[src/hdl/jlpp_pkg.sv]
// ----------------------------------------------------------------------------
// jlpp_pkg
// Shared types and constants of the jerk-limited profile planner.
// ----------------------------------------------------------------------------
package jlpp_pkg;

  // configuration port geometry
  localparam int unsigned ADDR_W = 3;
  localparam int unsigned DATA_W = 32;

  // register indexes
  typedef enum logic [0:0] {
    REG_JERK_LIMIT  = 1'b0,
    REG_ACCEL_LIMIT = 1'b1
  } reg_idx_e;

  localparam logic [31:0] RST_JERK_LIMIT  = 32'd655360;
  localparam logic [31:0] RST_ACCEL_LIMIT = 32'd65536;

  // depth of the queue between front and back
  localparam int unsigned QUEUE_DEPTH = 2;

  // saturation bound of intermediate values
  localparam logic [63:0] INNER_LIM = 64'h3FFF_FFFF_FFFF_FFFF;
  // upper clamp of the curve time taken from the square root search
  localparam logic [63:0] TP_MAX    = 64'h0000_07FF_FFFF_FFFF;
  localparam logic [31:0] DIV_SIX   = 32'd6;

  // width of the dividend register of the shared divide / root unit
  function automatic int unsigned num_width(int unsigned frac);
    return ((32 + 2 * frac) > 64) ? (32 + 2 * frac) : 64;
  endfunction

  typedef struct packed {
    logic signed [31:0] start_velocity;
    logic signed [31:0] end_velocity;
  } item_t;

  typedef struct packed {
    logic        [31:0] time_first_curve_end;
    logic        [31:0] time_linear_end;
    logic        [31:0] time_total;
    logic signed [31:0] velocity_after_first;
    logic signed [31:0] velocity_before_last;
    logic signed [47:0] distance_after_first;
    logic signed [47:0] distance_before_last;
    logic signed [47:0] distance_total;
    logic               has_linear_phase;
    logic               decelerating;
    logic               saturated;
  } result_t;

  // classified item as handed from front to back
  typedef struct packed {
    logic signed [31:0] v0;
    logic signed [31:0] v3;
    logic        [31:0] dv;
    logic        [31:0] jerk;
    logic        [31:0] accel;
    logic               dec;
    logic               lin;
  } entry_t;

  typedef enum logic [1:0] {
    ALU_MUL  = 2'd0,
    ALU_DIV  = 2'd1,
    ALU_SQRT = 2'd2
  } alu_op_e;

  typedef struct packed {
    logic    start;
    alu_op_e op;
  } alu_cmd_t;

  typedef struct packed {
    logic done;
    logic ovf;
  } alu_stat_t;

endpackage

[src/hdl/jlpp_stream_if.sv]
// ----------------------------------------------------------------------------
// jlpp_stream_if
// Valid/ready channel carrying one payload per transfer.
// ----------------------------------------------------------------------------
interface jlpp_stream_if #(
  parameter type payload_t = logic
) ();
  logic     valid;
  logic     ready;
  payload_t data;

  modport source (output valid, output data, input ready);
  modport sink   (input valid, input data, output ready);
endinterface

[src/hdl/jlpp_queue.sv]
// ----------------------------------------------------------------------------
// jlpp_queue
// Short queue of classified items between front and back.
// ----------------------------------------------------------------------------
module jlpp_queue (
  input  logic          clk_i,
  input  logic          rst_ni,
  jlpp_stream_if.sink   push_i,
  jlpp_stream_if.source pop_o
);

  localparam int unsigned PTR_W = $clog2(jlpp_pkg::QUEUE_DEPTH);
  localparam int unsigned CNT_W = $clog2(jlpp_pkg::QUEUE_DEPTH + 1);

  jlpp_pkg::entry_t   slot_q [jlpp_pkg::QUEUE_DEPTH];
  logic [PTR_W-1:0]   wr_ptr_q, rd_ptr_q;
  logic [CNT_W-1:0]   cnt_q;
  logic               do_push, do_pop;

  assign push_i.ready = (cnt_q != CNT_W'(jlpp_pkg::QUEUE_DEPTH));
  assign pop_o.valid  = (cnt_q != '0);
  assign pop_o.data   = slot_q[rd_ptr_q];
  assign do_push      = push_i.valid && push_i.ready;
  assign do_pop       = pop_o.valid && pop_o.ready;

  // pointers and fill count
  always_ff @(posedge clk_i or negedge rst_ni) begin
    if (!rst_ni) begin
      wr_ptr_q <= '0;
      rd_ptr_q <= '0;
      cnt_q    <= '0;
    end else begin
      if (do_push) begin
        wr_ptr_q <= (wr_ptr_q == PTR_W'(jlpp_pkg::QUEUE_DEPTH - 1)) ? '0 : wr_ptr_q + 1'b1;
      end
      if (do_pop) begin
        rd_ptr_q <= (rd_ptr_q == PTR_W'(jlpp_pkg::QUEUE_DEPTH - 1)) ? '0 : rd_ptr_q + 1'b1;
      end
      if (do_push && !do_pop) begin
        cnt_q <= cnt_q + 1'b1;
      end else if (do_pop && !do_push) begin
        cnt_q <= cnt_q - 1'b1;
      end
    end
  end

  // storage
  always_ff @(posedge clk_i) begin
    if (do_push) begin
      slot_q[wr_ptr_q] <= push_i.data;
    end
  end

endmodule

[src/flat_wrapper.sv]
// flat-port wrapper written by rule: the top's interface ports become plain ports
module jlpp_queue_flat 
  (clk_i, rst_ni, push_i_valid, push_i_data, push_i_ready, pop_o_valid, pop_o_data, pop_o_ready);
  jlpp_stream_if push_i_i ();
  jlpp_stream_if pop_o_i ();
  input  logic clk_i;
  input  logic rst_ni;
  input wire logic [$bits(push_i_i.valid)-1:0] push_i_valid;
  input wire logic [$bits(push_i_i.data)-1:0] push_i_data;
  output wire logic [$bits(push_i_i.ready)-1:0] push_i_ready;
  output wire logic [$bits(pop_o_i.valid)-1:0] pop_o_valid;
  output wire logic [$bits(pop_o_i.data)-1:0] pop_o_data;
  input wire logic [$bits(pop_o_i.ready)-1:0] pop_o_ready;
  assign push_i_i.valid = push_i_valid;
  assign push_i_i.data = push_i_data;
  assign push_i_ready = push_i_i.ready;
  assign pop_o_valid = pop_o_i.valid;
  assign pop_o_data = pop_o_i.data;
  assign pop_o_i.ready = pop_o_ready;
  jlpp_queue u_core (.clk_i(clk_i), .rst_ni(rst_ni), .push_i(push_i_i), .pop_o(pop_o_i));
endmodule
[config.mk]
export PLATFORM = sky130hd
export DESIGN_NAME = jlpp_queue_flat
export DESIGN_NICKNAME = d
export VERILOG_FILES = /design/src/hdl/jlpp_pkg.sv /design/src/hdl/jlpp_stream_if.sv /design/src/hdl/jlpp_queue.sv /design/src/flat_wrapper.sv
export SDC_FILE = /design/constraint.sdc
export NUM_CORES = 1
export LEC_CHECK = 0
export BUFFER_PORTS_ARGS = -buffer_cell sky130_fd_sc_hd__buf_4
export CORE_AREA = 2 2 39 41
export CTS_CLUSTER_DIAMETER = 50
export DETAILED_ROUTE_END_ITERATION = 12
export DIE_AREA = 0 0 41 43
export HOLD_SLACK_MARGIN = 0.06
export PLACE_DENSITY = 0.49
export SLEW_MARGIN = 25
export SYNTH_ARGS = -nofsm -noshare
export SYNTH_HDL_FRONTEND = slang
export SYNTH_SLANG_ARGS = --single-unit
[constraint.sdc]
create_clock -name clk_i -period 3.5 [get_ports clk_i]
set_input_delay 0.7 -clock clk_i [delete_from_list [all_inputs] [get_ports clk_i]]
set_output_delay 0.7 -clock clk_i [all_outputs]
set_load 0.02 [all_outputs]
# Word level (Yosys, flattened, before mapping)
# Memories as Yosys holds them, arrays and structs flattened.
# Index checks and enable logic that the tools add are counted.
totals:
  ff_bits: 4
  ram_bits: 2
  input_bits: 5
  word_cells: 23
  n_memories: 1
mem_list:
  columns: ["name", "depth", "word_bits", "rd", "rd_ports_with_merged_regs", "wr", "line", "source"]
  rows:
  - ["u_core.slot_q", 2, 1, 1, 0, 1, "jlpp_queue.sv:15", "jlpp_pkg::entry_t slot_q [jlpp_pkg::QUEUE_DEPTH];"]
op_classes:
  reduce_logical: 8
  addsub: 4
  n_mux: 6
  n_eq_ne: 1
op_table:
  columns: ["op", "count"]
  rows:
  - ["$logic_and 1x1->1", 4]
  - ["$mux 1", 4]
  - ["$mux 2", 2]
  - ["$reduce_bool 2->1", 2]
  - ["$add 1x1->1 const B", 2]
  - ["$add 2x1->2 const B", 1]
  - ["$logic_not 1->1", 2]
  - ["$ne 2x2->1 const B", 1]
  - ["$sub 2x1->2 const B", 1]

# Depth between registers and ports, before layout
logic_depth:
  depth_word: 6
  depth_mapped: 7

# Least setup slack after synthesis
# No wires, ideal clock.
synth_path:
  kind: "input to register"
  start: "in push_i_valid"
  end: "reg u_core.cnt_q[1]"
  cell_stages: 5
  required_time_ns: 3.421
  t_arrival_ns: 1.380
  setup_time_ns: 0.079
  path_buffers: 0
  path_slack_ns: 2.041
  cell_sequence: "nand2_1 > inv_1 > ha_1 > nor2_1 > xor2_1"
synth_between:
  elab_chain_len: 4
  elab_cells_between_ends: 6
  classes_between: "mux: 1; reduce/logical: 5"
synth_rtl:
  columns: ["element", "line", "source"]
  rows:
  - ["start, declared", "flat_wrapper.sv:8", "input wire logic [$bits(push_i_i.valid)-1:0] push_i_valid;"]
  - ["$logic_and 1x1->1 *", "jlpp_queue.sv:23", "assign do_push = push_i.valid && push_i.ready;"]
  - ["net u_core.do_push", "jlpp_queue.sv:18", "logic do_push, do_pop;"]
  - ["$logic_not 1->1", "jlpp_queue.sv:41", "end else if (do_pop && !do_push) begin"]
  - ["$logic_and 1x1->1", "jlpp_queue.sv:41", null]
  - ["$reduce_bool 2->1 (no line)", null, null]
  - ["end signal, assigned", "jlpp_queue.sv:40", "cnt_q <= cnt_q + 1'b1;"]
  - ["end signal, assigned", "jlpp_queue.sv:42", "cnt_q <= cnt_q - 1'b1;"]
  - ["end, declared", "jlpp_queue.sv:17", "logic [CNT_W-1:0] cnt_q;"]
# Mark *: on every way through the listed nets, which the timed path passes. The rest lies on a longest branch.
# A chain may end at the register's enable or synchronous reset.

# Worst setup path in the final report
layout_path:
  start: "reg u_core.rd_ptr_q"
  end: "out pop_o_data"
layout_between:
  elab_chain_len: 1
layout_rtl:
  columns: ["element", "line", "source"]
  rows:
  - ["start, declared", "jlpp_queue.sv:16", "logic [PTR_W-1:0] wr_ptr_q, rd_ptr_q;"]
  - ["start signal, assigned", "jlpp_queue.sv:37", "rd_ptr_q <= (rd_ptr_q == PTR_W'(jlpp_pkg::QUEUE_DEPTH - 1)) ? '0 : rd_ptr_q + 1'b1;"]
  - ["$mem_v2 2x1", null, null]
  - ["end, declared", "flat_wrapper.sv:12", "output wire logic [$bits(pop_o_i.data)-1:0] pop_o_data;"]
# No other way between the ends.

==> metrics.md <==
| Metric | Value |
|---|---|
| Least-Margin Pin Slew | 171 ps |
| 1st-pass router iterations | 3 |
| Top Metal Used | met3 |
| Final Max Tran Viols | 0 |
| Compound-Gate Fraction of Synth Area | 0% |
| CTS HTree Levels | 1 |
| Synth area leader | dfrtp_1 |
| Finish-stage setup viols | 0 |
| Worst min path class | input pin to asynchronous set/reset pin |
| GRT Util Overall | 7.39% |
| CTS tree | done |
| Initial Util | 20.4% |
| Synth top cells by count | dfrtp_1 (4), xnor2_1 (3), edfxtp_1 (2), nor2_1 (2), xor2_1 (2) |
| Die W | 41 um |
| Drc violations | 0 |
| Power density cells | 956 mW/mm2 |
| Final WL | 500 um |
| Cell area after synthesis | 283 um2 |
| Reg-to-reg startpoint | u_core.cnt_q[0]$_DFFE_PN0P_ |
| Average size of a mapped cell | 13.5 um2 |
| Yosys cell types | 13 |
| Antenna violations before repair | 0 |
| Met3 wire len | 76 um |
| Mux contribution to synthesized area | 3.98% |
| RSZ-0062 raised after global routing | no |
| Startpoint type of the worst setup path | flip-flop |
| Yosys top cell area share | 35.4% |
| Final-report hold violation count | 0 |
| Max_cap viols | 0 |
| Total grt overflow | 0 |
| Synth area leaders | dfrtp_1 (35%), edfxtp_1 (21%), xnor2_1 (9.3%) |
| YS warnings | 0 |
| Ant. Diodes | 0 |
| Critical path launch point | u_core.rd_ptr_q$_DFFE_PN0P_ |
| Leak pwr | 0.000178 uW |
| XOR/XNOR Fraction of Synth Area | 15.5% |
| Port Buffers | 7 |
| Die H | 43 um |
| CTS sink cnt | 6 |
| P&R area growth vs syn | 35.0% |
| Post-CTS setup buffer count | 0 |
| Sw Ratio | 35.4% |
| Vias in the first global route | 188 |
| Fin nets | 39 |
| Worst-skew pair later-pin latency | 250 ps |
| WL met1 | 202 um |
| Met2 WL post-DR | 221 um |
| P_int | 236 uW |
| Outcome | finished, final reports clean |
| CP Max Fanout | 2 |
| Skew final | 7.16 ps |
| Maximum vdd drop | 0.450 mV |
| Largest net degree at the start of global routing | 5 |
| Post-synth ARST share | 66.7% |
| Net switching power | 129 uW |
| Most frequent cell after synthesis | dfrtp_1 |
| ANT nets after route | 0 |
| Data arrival, critical path | 1110 ps |
| Register-to-register setup slack | 2050 ps |
| Number of synthesized flops with an enable pin | 2 |
| Relative slew slack | 88.6% |
| Row cnt | 14 |
| Drt initial violations | 4 |
| Tmin final | 1810 ps |
| Via density | 4.00 |
| WL/cell | 10.4 um |
| Top Ports | 8 |
| FMAX | 551 MHz |
| Die ar. | 0.00176 mm2 |
| Comb power frac | 44.1% |
| CTS root buf | clkbuf_4 |
| Largest family of logic cells by synthesized area | simple AND/OR/NAND/NOR gates |
| Routability cong. | 0.575 |
| Syn nets | 27 |
| CP endpoint kind | primary output |
| Synth Instances | 21 |
| CTS resizes | 0 |
| First-pass GRT wire length | 779 um |
| Reg power frac | 36.8% |
| Total negative slack | 0 ps |
| Clk network pwr share | 19.1% |
| Sequential area share after synthesis | 56.6% |
| Top_reg_cell synth | dfrtp_1 |
| Data required, critical path | 2800 ps |
| Slowest CP cell | dfrtp_1 |
| Layout Utilization | 27.6% |
| Num CTS Buffers | 3 |
| Post-synthesis simple-gate area fraction | 18.1% |
| Post-CTS Hold Buffers | 0 |
| Tot Pwr | 365 uW |
| Share of layout cells above drive strength 1 | 43.8% |
| CP cell instances | mux2_2 > buf_4 |
| Setup Crit Path Kind | flip-flop to primary output |
| Core footprint | 0.00138 mm2 |
| Tcrit/Tclk final | 51.8% |
| Clock transition at the registers of the reported paths | 50 ps |
| CP peak stage delay | 370 ps |
| Via count | 192 |
| Yosys reg bits | 6 |
| Bufs on Longest Clock Path | 2 |
| Synth Area in Adders | 4.42% |
-- cells in the final DEF (no fill, tap or decap) --
master,count
and3_1,1
buf_4,7
clkbuf_1,1
clkbuf_4,3
dfrtp_1,4
edfxtp_1,2
ha_1,1
inv_1,1
mux2_2,1
nand2_1,1
nand2_4,1
nand2b_4,1
nor2_1,2
or2_4,1
xnor2_1,3
xor2_1,2
-- through the flow --
stage          cell area, um2  hold WS (ps)  setup WS, ps  instances
2_1_floorplan             283           404          2040         21
3_3_place_gp              355           469          1880         44
3_5_place_dp              355           478          1840         44
4_1_cts                   382           231          1680         48
5_1_grt                   382           225          1630         48
6_report                  382           240          1690         48
-- cell type report --
| type | count | area [um2] |
|---|---|---|
| multi-input cells | 14 | 119 |
| fillers | 145 | 1000 |
| repair buffers | 7 | 52.6 |
| well taps | 16 | 20.0 |
| flip-flops and latches | 6 | 160 |
| inverters | 1 | 3.75 |
| clock buffers | 4 | 26.3 |
-- power by group through the flow --
stage | sequential (uW) | combinational (uW) | clock, uW
final | 134 | 161 | 69.8
after global routing | 140 | 175 | 77.7
after CTS | 135 | 163 | 73.0
after detailed placement | 136 | 161 | 0
after global placement | 133 | 156 | 0
after floorplan | 129 | 120 | 0
-- critical path: cells and delay by family (launching register included) --
kind	cells	cell delay (ps)
buf+inv	1	150
flops	1	370
mux	1	340
-- final timing paths --
| check | end | depth (start not counted) |
|---|---|---|
| max | pop_o_data | 2 |
| min | u_core.rd_ptr_q$_DFFE_PN0P_ | 1 |
| max reg2reg | u_core.cnt_q[1]$_DFFE_PN0P_ | 7 |
| min reg2reg | u_core.rd_ptr_q$_DFFE_PN0P_ | 1 |
| max in group asynchronous | u_core.cnt_q[0]$_DFFE_PN0P_ | 1 |
| min in group clk_i | u_core.rd_ptr_q$_DFFE_PN0P_ | 1 |
-- metal layers --
metal	global-route usage [%]	vias to the layer above
met5	0	-
met4	2.00	0
met3	7.85	0
met2	9.06	12
met1	8.58	89
li1	-	91
-- kinds of logic (layout without fill, tap and decap cells) --
family / Yosys count / count (layout)
flops: 6 / 6
simple gates: 7 / 7
mux: 1 / 1
fa+ha+maj: 1 / 1
buf+inv: 1 / 12
xor+xnor: 5 / 5
-- flip-flops by register name (all words and copies together) (netlist names) --
| signal | flops |
|---|---|
| u_core.cnt_q | 2 |
| u_core.rd_ptr_q | 1 |
| u_core.slot_q | 2 |
| u_core.wr_ptr_q | 1 |
No activity file was read; power rests on OpenSTA's default activity.
